## src/rtl/core/tsc_ram.sv

```systemverilog
// Generic simple dual-port RAM: one write port, one registered read port.
// No dependencies.
module tsc_ram #(
  parameter int unsigned Width = 8,
  parameter int unsigned Depth = 16
) (
  input  logic                     clk_i,
  input  logic                     we_i,
  input  logic [$clog2(Depth)-1:0] waddr_i,
  input  logic [Width-1:0]         wdata_i,
  input  logic                     re_i,
  input  logic [$clog2(Depth)-1:0] raddr_i,
  output logic [Width-1:0]         rdata_o
);

  logic [Width-1:0] mem_q [Depth];
  logic [Width-1:0] rdata_q;

  always_ff @(posedge clk_i) begin
    if (we_i) begin
      mem_q[waddr_i] <= wdata_i;
    end
    if (re_i) begin
      rdata_q <= mem_q[raddr_i];
    end
  end

  assign rdata_o = rdata_q;

endmodule

```

## config.mk

```make
export PLATFORM = sky130hd
export DESIGN_NAME = tsc_ram
export DESIGN_NICKNAME = d
export VERILOG_FILES = /design/src/rtl/core/tsc_ram.sv
export SDC_FILE = /design/constraint.sdc
export NUM_CORES = 1
export LEC_CHECK = 0
export BUFFER_PORTS_ARGS = -buffer_cell sky130_fd_sc_hd__buf_2
export CELL_PAD_IN_SITES_DETAIL_PLACEMENT = 0
export CELL_PAD_IN_SITES_GLOBAL_PLACEMENT = 1
export CORE_MARGIN = 5
export CORE_UTILIZATION = 49
export DETAILED_ROUTE_END_ITERATION = 6
export GPL_TIMING_DRIVEN = 0
export PLACE_DENSITY_LB_ADDON = 0.15
export SLEW_MARGIN = 40
export SYNTH_ARGS = -nofsm -noshare
export SYNTH_HDL_FRONTEND = slang
export SYNTH_SLANG_ARGS = --single-unit
```

## constraint.sdc

```tcl
create_clock -name clk_i -period 3.1 [get_ports clk_i]
set_clock_uncertainty 0.2 [all_clocks]
set_input_delay 0.62 -clock clk_i [delete_from_list [all_inputs] [get_ports clk_i]]
set_output_delay 0.62 -clock clk_i [all_outputs]
set_load 0.1 [all_outputs]
```

==> run summary <==
Setup path
* CP delay by family, top: buffers and inverters
* Buf/Inv on CP: 1
* required time of the critical path: 2280 ps
* slowest cell on the critical path: sky130_fd_sc_hd__buf_2
* critical path arrival: 1260 ps
* class of the most critical setup path: reg -> out
* series of cell instances along the critical path: buf_2
* Worst Reg2Reg Path Length in Cells: 3
* kind of start point of the critical path: register
* Worst path depth: 1
* sort of element at the end of the critical path: primary output
* delay of the slowest critical-path stage: 420 ps
* biggest fanout along the worst timing path: 1

Floorplanning
* width of the die: 113 um
* overall die height: 113 um
* row cnt: 37
* die outline area: 12800 um2
* number of top-level pins: 27
* core box area: 10400 um2
* starting density of the core: 0.504

Clock network
* TritonCTS clock tree: yes
* number of CTS-inserted buffers: 17
* Clock Path Buffers: 2
* clock tree root driver cell: sky130_fd_sc_hd__clkbuf_8
* Setup Buffers After CTS: 0
* hold buffer count at CTS: 0
* post_cts resized: 0
* number of H-tree branching levels: 4
* Clock Pin Slew Worst Setup and Hold Paths: 60 ps
* clock latency reported for the late side of the worst-skew pair: 510 ps
* clock tree sinks: 136

Route
* post-detailed-route wirelength per cell: 22.8 um
* Iter 0 DRT Violations: 119
* count of antenna-violating nets left after detailed routing: 0
* sum of routed wire length over all layers: 9610 um
* First-pass DRT Iterations: 4
* DR vias/cell: 5.54
* DRC Markers: 0
* via count: 2338

Flow run
* number of violations of the max-capacitance limit: 0

Pwr
* highest ir drop seen on vdd: 358 uV
* Static Leakage: 2.04 nW
* PD cells: 696 nW/um2

Timing
* final count of hold timing violations: 0
* sum of negative setup slack: 0 ps
* ratio of final minimum period to clock period: 0.671
* Slew Limit Headroom: 0.448
* RSZ-0062 raised after global routing: no
* count of final setup violators: 0
* post-layout minimum cycle time: 2080 ps
* final number of max-transition violations: 0
* worst-margin pin slew: 825 ps
* maximum operating frequency: 481 MHz

Synth
* Yosys top cell area share: 0.781
* largest cells by area after synthesis: sky130_fd_sc_hd__edfxtp_1 78%, sky130_fd_sc_hd__mux4_2 7.8%, sky130_fd_sc_hd__mux4_1 7.0%, sky130_fd_sc_hd__a22oi_1 2.3%, sky130_fd_sc_hd__nor2_1 0.93%
* flip-flop and latch count after synthesis: 136
* Post-Syn Nets: 248
* largest area contributor in the synthesized netlist: sky130_fd_sc_hd__edfxtp_1
* count of different cell masters after synthesis: 18
* synthesized cell area: 5230 um2
* sequential element share of the synthesized area: 0.781
* Post-Synthesis Cells: 229
* Yosys warning total: 0
* post-synthesis area per instance: 22.8 um2

Global routing
* number of global-route vias before repair: 2358
* gr ovfl total: 0
* pin count of the biggest net entering global routing: 17
* first-pass GRT wire length: 14600 um
* Total Routing Usage GR: 0.164
* initial antenna violation count: 0

Place
* detailed placer's ending HPWL: 6140 um
* weighted congestion reported at the end of routability-driven placement: 0.747
* quantity of I/O buffers inserted on ports: 25
* area of placed instances: 5540 um2

Worst hold path
* Worst Hold Class: in -> reg
* number of cells on the worst hold path: 1

Finish
* cell area after layout: 6120 um2
* share of final-layout standard cells stronger than drive strength 1: 0.308
* post-layout utilization of the core: 0.590
* # nets final: 292
* number of diodes added for antenna fixing: 0
* layout overhead on the synthesized area: 17.1%

Status
* result of the run: finished, final reports clean

[state kept, by name, indices dropped and copies added (netlist names)]
| register | count |
|---|---|
| mem_q | 128 |
| rdata_o | 8 |
[layout make-up]
class | instances | area, um2
flip-flops and latches | 136 | 4080
repair buffers | 25 | 125
fillers | 790 | 4250
multi-input cells | 83 | 1080
plain buffers | 10 | 86.3
clock buffers | 17 | 414
clock inverters | 15 | 160
well taps | 136 | 170
[per-stage QoR]
| stage | power, mW | hold WS, ps | setup slack (ps) | instances |
|---|---|---|---|---|
| 2_1_floorplan | 2.29 | 505 | 787 | 229 |
| 3_3_place_gp | 2.37 | 538 | 253 | 390 |
| 3_5_place_dp | 2.38 | 539 | 582 | 390 |
| 4_1_cts | 4.28 | 237 | 986 | 422 |
| 5_1_grt | 4.40 | 232 | 957 | 422 |
| 6_report | 4.26 | 249 | 1020 | 422 |
[where the power goes]
part	leakage [nW]	internal, mW	total, mW	switching [mW]
combinational	0.522	0.0800	0.258	0.178
clock	0.284	1.21	1.92	0.708
sequential	1.24	2.07	2.08	0.00817
[synthesized netlist by cell type]
library cell / instances
sky130_fd_sc_hd__nor3_1: 4
sky130_fd_sc_hd__nand3b_1: 2
sky130_fd_sc_hd__edfxtp_1: 136
sky130_fd_sc_hd__nand3_1: 1
sky130_fd_sc_hd__buf_2: 3
sky130_fd_sc_hd__a22oi_1: 16
sky130_fd_sc_hd__and2b_1: 1
sky130_fd_sc_hd__mux4_1: 14
sky130_fd_sc_hd__and2_1: 1
sky130_fd_sc_hd__buf_6: 3
sky130_fd_sc_hd__buf_4: 1
sky130_fd_sc_hd__nand2b_1: 2
sky130_fd_sc_hd__nand2_1: 9
sky130_fd_sc_hd__or3b_2: 1
sky130_fd_sc_hd__nor2_1: 13
sky130_fd_sc_hd__nor2b_1: 1
sky130_fd_sc_hd__clkdlybuf4s25_2: 3
sky130_fd_sc_hd__mux4_2: 18
[path summary, 6_finish.rpt]
kind | from | to | slack [ps]
setup / recovery | rdata_o[1]$_DFFE_PP_ | rdata_o[1] | 1020
hold / removal | re_i | rdata_o[2]$_DFFE_PP_ | 250
setup reg to reg | mem_q[9][5]$_DFFE_PP_ | rdata_o[5]$_DFFE_PP_ | 1400
hold reg to reg | mem_q[11][2]$_DFFE_PP_ | rdata_o[2]$_DFFE_PP_ | 550
[cell usage in the layout, fill, tap and decap left out]
master	instances
sky130_fd_sc_hd__edfxtp_1	136
sky130_fd_sc_hd__buf_2	28
sky130_fd_sc_hd__mux4_2	18
sky130_fd_sc_hd__a22oi_1	16
sky130_fd_sc_hd__clkbuf_16	16
sky130_fd_sc_hd__mux4_1	14
sky130_fd_sc_hd__nor2_1	12
sky130_fd_sc_hd__nand2_1	9
sky130_fd_sc_hd__clkinv_2	5
sky130_fd_sc_hd__nor3_2	4
sky130_fd_sc_hd__buf_6	3
sky130_fd_sc_hd__clkdlybuf4s25_2	3
sky130_fd_sc_hd__clkinv_4	3
sky130_fd_sc_hd__clkinv_1	3
sky130_fd_sc_hd__bufinv_16	3
sky130_fd_sc_hd__nand3b_1	2
sky130_fd_sc_hd__nand2b_1	2
sky130_fd_sc_hd__nor2b_1	1
sky130_fd_sc_hd__buf_4	1
sky130_fd_sc_hd__and2_1	1
sky130_fd_sc_hd__and2b_1	1
sky130_fd_sc_hd__nand3_1	1
sky130_fd_sc_hd__nor2_2	1
sky130_fd_sc_hd__or3b_2	1
sky130_fd_sc_hd__clkbuf_8	1
sky130_fd_sc_hd__clkinvlp_4	1
[routing by layer]
layer,track usage,vias to the layer above,share of wire
met5,0,-,0
met4,0.0697,0,0.015
met3,0.0401,15,0.069
met2,0.247,75,0.48
met1,0.230,1174,0.44
li1,-,1074,-
[logic make-up (layout without fill, tap and decap cells)]
| logic type | after synthesis | after routing | share of synthesized area |
|---|---|---|---|
| flops | 136 | 136 | 0.781 |
| compound gates | 16 | 16 | 0.0230 |
| simple gates | 35 | 35 | 0.0314 |
| mux | 32 | 32 | 0.148 |
| buf+inv | 10 | 67 | 0.0165 |
Power figures use the tool's default switching activity.
